File: config.mk
export PLATFORM = sky130hd
export DESIGN_NAME = radial_sine_warp_coords_top
export DESIGN_NICKNAME = d
export VERILOG_FILES = /design/src/rtl/rsw_pkg.sv /design/src/rtl/radial_sine_warp_coords_top.sv /design/src/rtl/rsw_sine_lookup.sv
export SDC_FILE = /design/constraint.sdc
export NUM_CORES = 2
export LEC_CHECK = 0
export ABC_AREA = 1
export ABC_CLOCK_PERIOD_IN_PS = 13150
export BUFFER_PORTS_ARGS = -buffer_cell sky130_fd_sc_hd__clkbuf_2
export CORE_AREA = 4 4 325 327
export CTS_BUF_LIST = sky130_fd_sc_hd__clkbuf_4 sky130_fd_sc_hd__clkbuf_8
export DETAILED_ROUTE_END_ITERATION = 16
export DIE_AREA = 0 0 329 331
export GPL_ROUTABILITY_DRIVEN = 0
export MAX_ROUTING_LAYER = met4
export PLACE_DENSITY_LB_ADDON = 0.12
export SLEW_MARGIN = 15
export SYNTH_ARGS = -nofsm -noshare
export SYNTH_HDL_FRONTEND = slang
export SYNTH_SLANG_ARGS = --single-unit
File: constraint.sdc
create_clock -name aclk -period 13.15 [get_ports aclk]
set_input_delay 1.315 -clock aclk [delete_from_list [all_inputs] [get_ports aclk]]
set_output_delay 1.315 -clock aclk [all_outputs]
set_load 0.01 [all_outputs]
File: src/rtl/rsw_pkg.sv
// ----------------------------------------------------------------------------
// rsw_pkg
// Shared widths, register indexes and the quarter-wave sine table for the
// radial sine warp coordinate generator.
// ----------------------------------------------------------------------------
package rsw_pkg;

    // default coordinate width of pixel fields
    localparam int COORD_BITS_DEF = 12;

    localparam int RING_W       = 9;   // ring index width, 512 rings
    localparam int AMP_W        = 10;  // signed amplitude registers
    localparam int PSTEP_W      = 13;  // phase step register
    localparam int FRAME_W      = 13;  // frame width / height registers
    localparam int CFG_DATA_W   = 13;  // widest register
    localparam int CFG_INDEX_W  = 3;
    localparam int SINE_W       = 16;  // signed sine sample
    localparam int PHASE_W      = 9;   // even table phase, p >> 1
    localparam int PROD_W       = SINE_W + AMP_W;
    localparam int OFFS_W       = PROD_W - 15;

    localparam logic [FRAME_W-1:0] FRAME_WIDTH_RST  = FRAME_W'(640);
    localparam logic [FRAME_W-1:0] FRAME_HEIGHT_RST = FRAME_W'(480);

    // configuration register indexes
    localparam logic [CFG_INDEX_W-1:0] REG_X_AMPLITUDE  = 3'd0;
    localparam logic [CFG_INDEX_W-1:0] REG_Y_AMPLITUDE  = 3'd1;
    localparam logic [CFG_INDEX_W-1:0] REG_PHASE_STEP   = 3'd2;
    localparam logic [CFG_INDEX_W-1:0] REG_FRAME_WIDTH  = 3'd3;
    localparam logic [CFG_INDEX_W-1:0] REG_FRAME_HEIGHT = 3'd4;

    // quarter wave: only even table positions 0..254 are ever read, the
    // peak at position 256 is handled apart
    localparam int QS_ENTRIES = 128;
    localparam int QS_IDX_W   = 7;
    localparam int QS_MAG_W   = 15;
    localparam logic [QS_MAG_W-1:0] SINE_PEAK = 15'd32767;

    typedef logic [QS_MAG_W-1:0] qsine_t [QS_ENTRIES];
    typedef logic [63:0] taylor_div_t [13];

    localparam logic [63:0] PI_Q60  = 64'h3243F6A8885A308D;
    localparam logic [63:0] ONE_Q60 = 64'h1000000000000000;
    localparam logic [63:0] PI_DIV  = PI_Q60 / 512;
    localparam logic [63:0] PI_MOD  = PI_Q60 % 512;
    localparam taylor_div_t TAYLOR_DIV = '{
        64'd6, 64'd20, 64'd42, 64'd72, 64'd110, 64'd156, 64'd210,
        64'd272, 64'd342, 64'd420, 64'd506, 64'd600, 64'd702
    };

    // (a * b) >> 60 in q60 fixed point, elaboration time only
    function automatic logic [63:0] mul_q60(input logic [63:0] a,
                                            input logic [63:0] b);
        logic [127:0] prod;
        prod = {64'd0, a} * {64'd0, b};
        return prod[123:60];
    endfunction

    // trunc(32767 * sin(m * pi / 512)) for m below 256, exact integer series
    function automatic logic [QS_MAG_W-1:0] quarter_sine(input logic [63:0] m);
        logic [63:0] x;
        logic [63:0] x2;
        logic [63:0] term;
        logic [63:0] sum;
        logic [63:0] hi;
        logic [63:0] lo;
        logic [63:0] res;
        x    = PI_DIV * m + ((PI_MOD * m) >> 9);
        x2   = mul_q60(x, x);
        term = x;
        sum  = x;
        for (int n = 0; n < 13; n++) begin
            term = mul_q60(term, x2) / TAYLOR_DIV[n];
            if ((n % 2) == 0) begin
                sum = sum - term;
            end else begin
                sum = sum + term;
            end
        end
        if (sum > ONE_Q60) begin
            sum = ONE_Q60;
        end
        hi  = sum >> 30;
        lo  = sum & 64'h3FFFFFFF;
        res = (hi * 64'd32767 + ((lo * 64'd32767) >> 30)) >> 30;
        return res[QS_MAG_W-1:0];
    endfunction

    function automatic qsine_t build_qsine_table();
        qsine_t tbl;
        for (int t = 0; t < QS_ENTRIES; t++) begin
            tbl[t] = quarter_sine(64'(2 * t));
        end
        return tbl;
    endfunction

    localparam qsine_t QSINE_TABLE = build_qsine_table();

endpackage

File: src/rtl/radial_sine_warp_coords_top.sv
// ----------------------------------------------------------------------------
// radial_sine_warp_coords_top
// Radial sine warp: per destination pixel, clamped source coordinates and
// linear source offset.
// ----------------------------------------------------------------------------
// The block takes one pixel transaction per clock while the output is not
// stalled and returns one result transaction per pixel, in order. It has
// five register stages (phase multiply, sine table, amplitude multiply,
// offset add and clamp, row multiply for the linear offset); each stage
// holds its item while the stage after it is full and cannot move, so
// bubbles are squeezed out under backpressure. The sine table is constant
// logic, so there is no start-up pass after reset. Configuration is to be
// written through cfg_we/cfg_index/cfg_wdata only while no pixel is in
// flight; the block itself does not enforce this.
module radial_sine_warp_coords_top #(
    parameter int COORD_BITS = rsw_pkg::COORD_BITS_DEF
) (
    input  logic aclk,
    input  logic aresetn,

    input  logic                             cfg_we,
    input  logic [rsw_pkg::CFG_INDEX_W-1:0]  cfg_index,
    input  logic [rsw_pkg::CFG_DATA_W-1:0]   cfg_wdata,

    input  logic                             s_tvalid,
    output logic                             s_tready,
    // pix_x, pix_y, ring_index, zero fill
    input  logic [((2*COORD_BITS+rsw_pkg::RING_W+7)/8)*8-1:0] s_tdata,

    output logic                             m_tvalid,
    input  logic                             m_tready,
    // src_x, src_y, src_offset, zero fill
    output logic [((4*COORD_BITS+7)/8)*8-1:0] m_tdata
);
    import rsw_pkg::*;

    localparam int CB     = COORD_BITS;
    localparam int OUT_W  = ((4*CB + 7) / 8) * 8;
    localparam int SIZE_W = CB + 1;
    localparam int CMP_W  = (FRAME_W > SIZE_W) ? FRAME_W : SIZE_W;
    localparam int SUM_W  = ((CB > OFFS_W) ? CB : OFFS_W) + 2;
    localparam int MUL1_W = RING_W + PSTEP_W;
    localparam int LIN_W  = CB + SIZE_W;

    // configuration registers
    logic signed [AMP_W-1:0] x_amp_reg;
    logic signed [AMP_W-1:0] y_amp_reg;
    logic [PSTEP_W-1:0]      phase_step_reg;
    logic [FRAME_W-1:0]      frame_width_reg;
    logic [FRAME_W-1:0]      frame_height_reg;

    always_ff @(posedge aclk) begin
        if (!aresetn) begin
            x_amp_reg        <= '0;
            y_amp_reg        <= '0;
            phase_step_reg   <= '0;
            frame_width_reg  <= FRAME_WIDTH_RST;
            frame_height_reg <= FRAME_HEIGHT_RST;
        end else if (cfg_we) begin
            unique case (cfg_index)
                REG_X_AMPLITUDE:  x_amp_reg        <= $signed(cfg_wdata[AMP_W-1:0]);
                REG_Y_AMPLITUDE:  y_amp_reg        <= $signed(cfg_wdata[AMP_W-1:0]);
                REG_PHASE_STEP:   phase_step_reg   <= cfg_wdata[PSTEP_W-1:0];
                REG_FRAME_WIDTH:  frame_width_reg  <= cfg_wdata[FRAME_W-1:0];
                REG_FRAME_HEIGHT: frame_height_reg <= cfg_wdata[FRAME_W-1:0];
                default: ;
            endcase
        end
    end

    // effective frame size: zero reads as one, oversize as 2^CB
    function automatic logic [SIZE_W-1:0] eff_size(input logic [FRAME_W-1:0] v);
        logic [CMP_W-1:0] ext;
        logic [CMP_W-1:0] maxv;
        ext  = CMP_W'(v);
        maxv = CMP_W'(1) << CB;
        if (ext == '0) begin
            return SIZE_W'(1);
        end else if (ext > maxv) begin
            return maxv[SIZE_W-1:0];
        end
        return ext[SIZE_W-1:0];
    endfunction

    function automatic logic [CB-1:0] clamp(input logic signed [SUM_W-1:0] v,
                                            input logic [CB-1:0] vmax);
        if (v[SUM_W-1]) begin
            return '0;
        end else if (v > $signed({{(SUM_W-CB){1'b0}}, vmax})) begin
            return vmax;
        end
        return v[CB-1:0];
    endfunction

    logic [SIZE_W-1:0] width_eff;
    logic [SIZE_W-1:0] height_eff;
    logic [CB-1:0]     x_max;
    logic [CB-1:0]     y_max;

    assign width_eff  = eff_size(frame_width_reg);
    assign height_eff = eff_size(frame_height_reg);
    assign x_max      = CB'(width_eff - SIZE_W'(1));
    assign y_max      = CB'(height_eff - SIZE_W'(1));

    // stage loads
    logic rdy1, rdy2, rdy3, rdy4, rdy5;

    logic v1_reg, v2_reg, v3_reg, v4_reg, m_valid_reg;

    // stage 1: phase
    logic [CB-1:0]      px1_reg, py1_reg;
    logic [PHASE_W-1:0] phase1_reg;
    logic [MUL1_W-1:0]  ring_prod;

    // stage 2: sine samples
    logic [CB-1:0]             px2_reg, py2_reg;
    logic signed [SINE_W-1:0]  sin2_reg, cos2_reg;
    logic signed [SINE_W-1:0]  sin_next, cos_next;

    // stage 3: scaled products
    logic [CB-1:0]             px3_reg, py3_reg;
    logic signed [PROD_W-1:0]  xprod3_reg, yprod3_reg;

    // stage 4: clamped coordinates
    logic [CB-1:0]             sx4_reg, sy4_reg;
    logic signed [OFFS_W-1:0]  x_off, y_off;
    logic signed [SUM_W-1:0]   x_sum, y_sum;

    // stage 5: output
    logic [CB-1:0]     sx5_reg, sy5_reg;
    logic [2*CB-1:0]   lin5_reg;
    logic [LIN_W-1:0]  lin_next;

    assign rdy5 = !m_valid_reg || m_tready;
    assign rdy4 = !v4_reg || rdy5;
    assign rdy3 = !v3_reg || rdy4;
    assign rdy2 = !v2_reg || rdy3;
    assign rdy1 = !v1_reg || rdy2;

    assign s_tready = rdy1;

    always_ff @(posedge aclk) begin
        if (!aresetn) begin
            v1_reg      <= 1'b0;
            v2_reg      <= 1'b0;
            v3_reg      <= 1'b0;
            v4_reg      <= 1'b0;
            m_valid_reg <= 1'b0;
        end else begin
            if (rdy1) v1_reg      <= s_tvalid;
            if (rdy2) v2_reg      <= v1_reg;
            if (rdy3) v3_reg      <= v2_reg;
            if (rdy4) v4_reg      <= v3_reg;
            if (rdy5) m_valid_reg <= v4_reg;
        end
    end

    // p = ((k * step) >> 3) & 0x3FE, kept halved since bit 0 is always clear
    assign ring_prod = MUL1_W'(s_tdata[2*CB +: RING_W]) * MUL1_W'(phase_step_reg);

    always_ff @(posedge aclk) begin
        if (rdy1) begin
            px1_reg    <= s_tdata[CB-1:0];
            py1_reg    <= s_tdata[2*CB-1:CB];
            phase1_reg <= ring_prod[12:4];
        end
    end

    rsw_sine_lookup u_sine_lookup (
        .phase   (phase1_reg),
        .sin_val (sin_next),
        .cos_val (cos_next)
    );

    always_ff @(posedge aclk) begin
        if (rdy2) begin
            px2_reg  <= px1_reg;
            py2_reg  <= py1_reg;
            sin2_reg <= sin_next;
            cos2_reg <= cos_next;
        end
    end

    always_ff @(posedge aclk) begin
        if (rdy3) begin
            px3_reg    <= px2_reg;
            py3_reg    <= py2_reg;
            xprod3_reg <= PROD_W'(cos2_reg) * PROD_W'(x_amp_reg);
            yprod3_reg <= PROD_W'(sin2_reg) * PROD_W'(y_amp_reg);
        end
    end

    // floor shift by 15 is a plain bit slice of the signed product
    assign x_off = xprod3_reg[PROD_W-1:15];
    assign y_off = yprod3_reg[PROD_W-1:15];
    assign x_sum = $signed({{(SUM_W-CB){1'b0}}, px3_reg}) + SUM_W'(x_off);
    assign y_sum = $signed({{(SUM_W-CB){1'b0}}, py3_reg}) + SUM_W'(y_off);

    always_ff @(posedge aclk) begin
        if (rdy4) begin
            sx4_reg <= clamp(x_sum, x_max);
            sy4_reg <= clamp(y_sum, y_max);
        end
    end

    assign lin_next = LIN_W'(sy4_reg) * LIN_W'(width_eff) + LIN_W'(sx4_reg);

    always_ff @(posedge aclk) begin
        if (rdy5) begin
            sx5_reg  <= sx4_reg;
            sy5_reg  <= sy4_reg;
            lin5_reg <= lin_next[2*CB-1:0];
        end
    end

    assign m_tvalid = m_valid_reg;
    assign m_tdata  = OUT_W'({lin5_reg, sy5_reg, sx5_reg});

`ifndef NO_ASSERTIONS
    // an accepted transaction always lands in the first stage
    a_accept_loads: assert property (@(posedge aclk) disable iff (!aresetn)
        s_tvalid && s_tready |=> v1_reg)
        else $error("accepted pixel missing from stage 1");

    // a full stage that cannot move keeps its item
    a_stage2_hold: assert property (@(posedge aclk) disable iff (!aresetn)
        v2_reg && !rdy3 |=> v2_reg && $stable(sin2_reg) && $stable(cos2_reg))
        else $error("stage 2 item lost under stall");

    a_stage4_hold: assert property (@(posedge aclk) disable iff (!aresetn)
        v4_reg && !rdy5 |=> v4_reg && $stable(sx4_reg) && $stable(sy4_reg))
        else $error("stage 4 item lost under stall");

    // the table never reaches the most negative code
    a_sine_range: assert property (@(posedge aclk) disable iff (!aresetn)
        v2_reg |-> sin2_reg != -$signed(16'sh7FFF) - 16'sd1 &&
                   cos2_reg != -$signed(16'sh7FFF) - 16'sd1)
        else $error("sine sample out of range");

    // clamped coordinates stay inside the frame
    a_clamp_bound: assert property (@(posedge aclk) disable iff (!aresetn)
        v4_reg |-> sx4_reg <= x_max && sy4_reg <= y_max)
        else $error("clamped coordinate outside frame");
`endif

endmodule

File: src/rtl/rsw_sine_lookup.sv
// ----------------------------------------------------------------------------
// rsw_sine_lookup
// Quarter-wave lookup of the sine and the cosine sample for one even phase.
// ----------------------------------------------------------------------------
module rsw_sine_lookup (
    input  logic [rsw_pkg::PHASE_W-1:0]       phase,
    output logic signed [rsw_pkg::SINE_W-1:0] sin_val,
    output logic signed [rsw_pkg::SINE_W-1:0] cos_val
);
    import rsw_pkg::*;

    logic [PHASE_W-1:0] cos_phase;

    // phase counts even table positions, so a quarter turn is 128
    function automatic logic signed [SINE_W-1:0] wave(input logic [PHASE_W-1:0] ph);
        logic [PHASE_W-2:0]  half;
        logic [PHASE_W-2:0]  mirror;
        logic [QS_MAG_W-1:0] mag;
        half   = ph[PHASE_W-2:0];
        mirror = (half <= 8'd128) ? half : 8'(9'd256 - {1'b0, half});
        mag    = mirror[7] ? SINE_PEAK : QSINE_TABLE[mirror[QS_IDX_W-1:0]];
        // second half of the turn is the negated first half
        return ph[PHASE_W-1] ? -$signed({1'b0, mag}) : $signed({1'b0, mag});
    endfunction

    assign cos_phase = phase + PHASE_W'(128);
    assign sin_val   = wave(phase);
    assign cos_val   = wave(cos_phase);

endmodule

==> impl_results.md <==
- Routed via count: 28620
- Final Setup Violations: 0
- Max reg flops: 24
- Clock Path Buffers: 3
- Initial antenna violation count: 7
- Die W: 329 um
- Clock transition at path regs: 0.06 ns
- Site Rows: 118
- Worst reg2reg path depth: 30
- Critical path required time: 13.57 ns
- # port buffers: 103
- Detailed placer's ending HPWL: 77890 um
- RSZ-0062 raised after global routing: false
- DRC errors left: 0
- Status: completed
- Min-Delay Path Depth: 0
- Clock skew: 0.09566 ns
- Max-Cap Viols: 0
- Commonest non-fill, non-tap cell in the layout: nand2_1
- Clock sinks: roughly 270
- CTS hold repair buffers: 0
- Share of cells above drive strength 1: under 10%
- Startpoint Class: register
- Setup_tns: 0 ns
- Most frequent cells in the layout: nand2_1 (1162), inv_1 (860), fa_1 (444)
- DR WL/cell: roughly 17 um
- H-tree Lvls: 2
- Synthesized flop and latch total: about 270
- Routed WL: 100700 um
- Multiplexer share of the synthesized area: 0%
- Cell family with most CP delay: adder cells
- Multi-input logic area: ~24000 um^2
- Tcrit/Tclk final: between 50% and 60%
- Worst Slack Setup Final: about 5.4 ns
- Area taken by flip-flops and latches: 7497 um^2
- Yosys top cell area share: 24.84%
- Avg Inst Size Synth: 7.855 um^2
- Netlist cell types: 61
- Post-synth design cell area: 35790 um^2
- DRT Pass-1 Iters: 5
- Slowest stage delay, CP: 0.76 ns
- Hold Crit Class: reg -> reg
- Vias in the first global route: 29530
- Arrival @ worst endpoint: 8.15 ns
- Core Area: 102900 um^2
- Starting Density: between 30% and 40%
- Top cell by count, worst path: nand2_1
- Largest family of logic cells by synthesized area: adder cells
- Num CTS Buffers: 51
- Worst slack, placed: 5.408 ns
- WP buf/inv: 6
- Post-layout min period: 7.729 ns
- Die ar.: 108900 um^2
- CP endpoint kind: register
- Gr ovfl total: 0
- Initial drt markers: ~1900
- Crit path max fanout: 16
- GRT Util Overall: a little under 20%
- VDD IR-drop max: 0.0001951 V
- Mapped Nets: approximately 5300
- Finished Cell Area: 38540 um^2
- Pwr Density: 180.0 nW/um^2
- Synth Instances: 4556
- Fill cell count: 10840
- Synth Area in Simple Gates: 22.95%
- Synth top area cells: fa_1 (25%), edfxtp_1 (17%), nand2_1 (12%), ha_1 (9.8%), inv_1 (9.1%)
- Static leakage: just under 20 nW
- Synth Area in XOR/XNOR: 3.353%
- Synth Area in Compound Gates: 6.328%
- Yosys warns: 0
- Worst-margin pin slew: 1.085 ns
- Slew HR: 27.14%
- Post-synthesis adder-cell area fraction: 34.66%
- Largest net degree at the start of global routing: 60
- I/O pin cnt: ~110
- Dpl cell area: between 30000 and 40000 um^2
- Sequential cell area fraction in the yosys report: 20.95%
- DRT antenna net count: 0
- Layout Nets: 5347
- Stages on worst setup path: 30
- Die height: 331 um
- Post-CTS setup buffers: 0
- Layout overhead on the synthesized area: 7.702%
- Final number of hold-violating endpoints: 0
- Root Driver: clkbuf_8
- Via-to-Cell Ratio: 4.779
- Fmax: ~0.13 GHz
- Max-slew violations: 0
- Global-route wire length before repair: 162300 um
- Crit Path Class: reg -> reg
- TritonCTS clock tree: built
- # resized after CTS: 0
- Worst skew pair latency: 0.75 ns
- Area leader, netlist: fa_1
- CP max-delay cell: dfxtp_1
-- layout make-up --
class / instances / share of cell area (%)
antenna: 5 / 0.03246
clock buffer: 74 / 2.415
clock inverter: 21 / 0.6525
inverter: 882 / 8.596
multi-input combinational: 3224 / 62.49
sequential: 271 / 19.45
tap: 1380 / 4.480
timing repair buffer: 131 / 1.883
-- synth_stat cells, drive strengths merged --
| library cell | number |
|---|---|
| dfxtp | 64 |
| inv | 877 |
| or2 | 35 |
| a41oi | 2 |
| o2111ai | 1 |
| a21o | 3 |
| a31oi | 14 |
| fa | 444 |
| o221ai | 1 |
| o22ai | 1 |
| nand3b | 4 |
| nor3b | 1 |
| edfxtp | 207 |
| clkinv | 5 |
| nor2 | 373 |
| clkbuf | 110 |
| a21oi | 179 |
| nor3 | 14 |
| o21bai | 5 |
| nor2b | 1 |
| a211oi | 2 |
| o21ai | 182 |
| xor2 | 103 |
| a22oi | 1 |
| a211o | 1 |
| nand4 | 29 |
| o211ai | 19 |
| nor4 | 3 |
| nand3 | 280 |
| nor4b | 1 |
| and3 | 2 |
| o21a | 1 |
| nand2 | 1200 |
| buf | 69 |
| xnor2 | 34 |
| and2 | 2 |
| a221oi | 1 |
| o31ai | 4 |
| ha | 281 |
-- cells by family (layout without fill, tap and decap cells) --
family                     Yosys count  in the layout
AOI/OAI and AO/OA                  417            417
xor gates and xnor gates           137            137
other                                0              5
buffers and inverters             1061           1108
and+or+nand+nor                   1945           1945
DFF                                271            271
adders and majority gates          725            725
-- path summary, 6_finish.rpt --
| check | startpoint | end | slack, ns |
|---|---|---|---|
| max | frame_width_reg[12] | lin5_reg[23] | 5.42 |
| min | py1_reg[10] | py2_reg[10] | 0.41 |
| max reg2reg | frame_width_reg[12] | lin5_reg[23] | 5.42 |
| min reg2reg | py1_reg[10] | py2_reg[10] | 0.41 |
-- report_power, final --
group | internal, mW | switching [mW] | total [mW] | leakage, nW
clock network | 0.557 | 0.415 | 0.973 | 0.622
logic | 1.50 | 2.86 | 4.36 | 16.0
registers | 1.29 | 0.321 | 1.61 | 2.77
-- worst register-to-register path: cells and delay by family, from the launching register on --
kind | cells | cell delay, ns
AOI/OAI and AO/OA | 6 | 1.55
xor gates and xnor gates | 1 | 0.13
DFF | 1 | 0.76
and+or+nand+nor | 11 | 1.72
buffers and inverters | 6 | 0.94
adders and majority gates | 6 | 2.35
-- routing by layer --
metal / GRT usage, % / wire, um
met5: - / 0
met4: 5.183 / 2435
met1: 25.39 / 45550
met3: 2.310 / 5390
met2: 31.68 / 47290
-- through the flow --
stage,std cells,hold slack [ns],utilization [%],total power [mW]
global route,5986,0.4121,37.45,7.705
detailed placement,5888,0.4056,36.29,5.985
floorplan,4556,0.4003,-,4.831
global placement,5888,0.4029,36.29,5.977
CTS,5983,0.4139,37.44,7.009
finish,5988,0.4112,37.45,6.940
No activity file was read; power rests on OpenSTA's default activity.
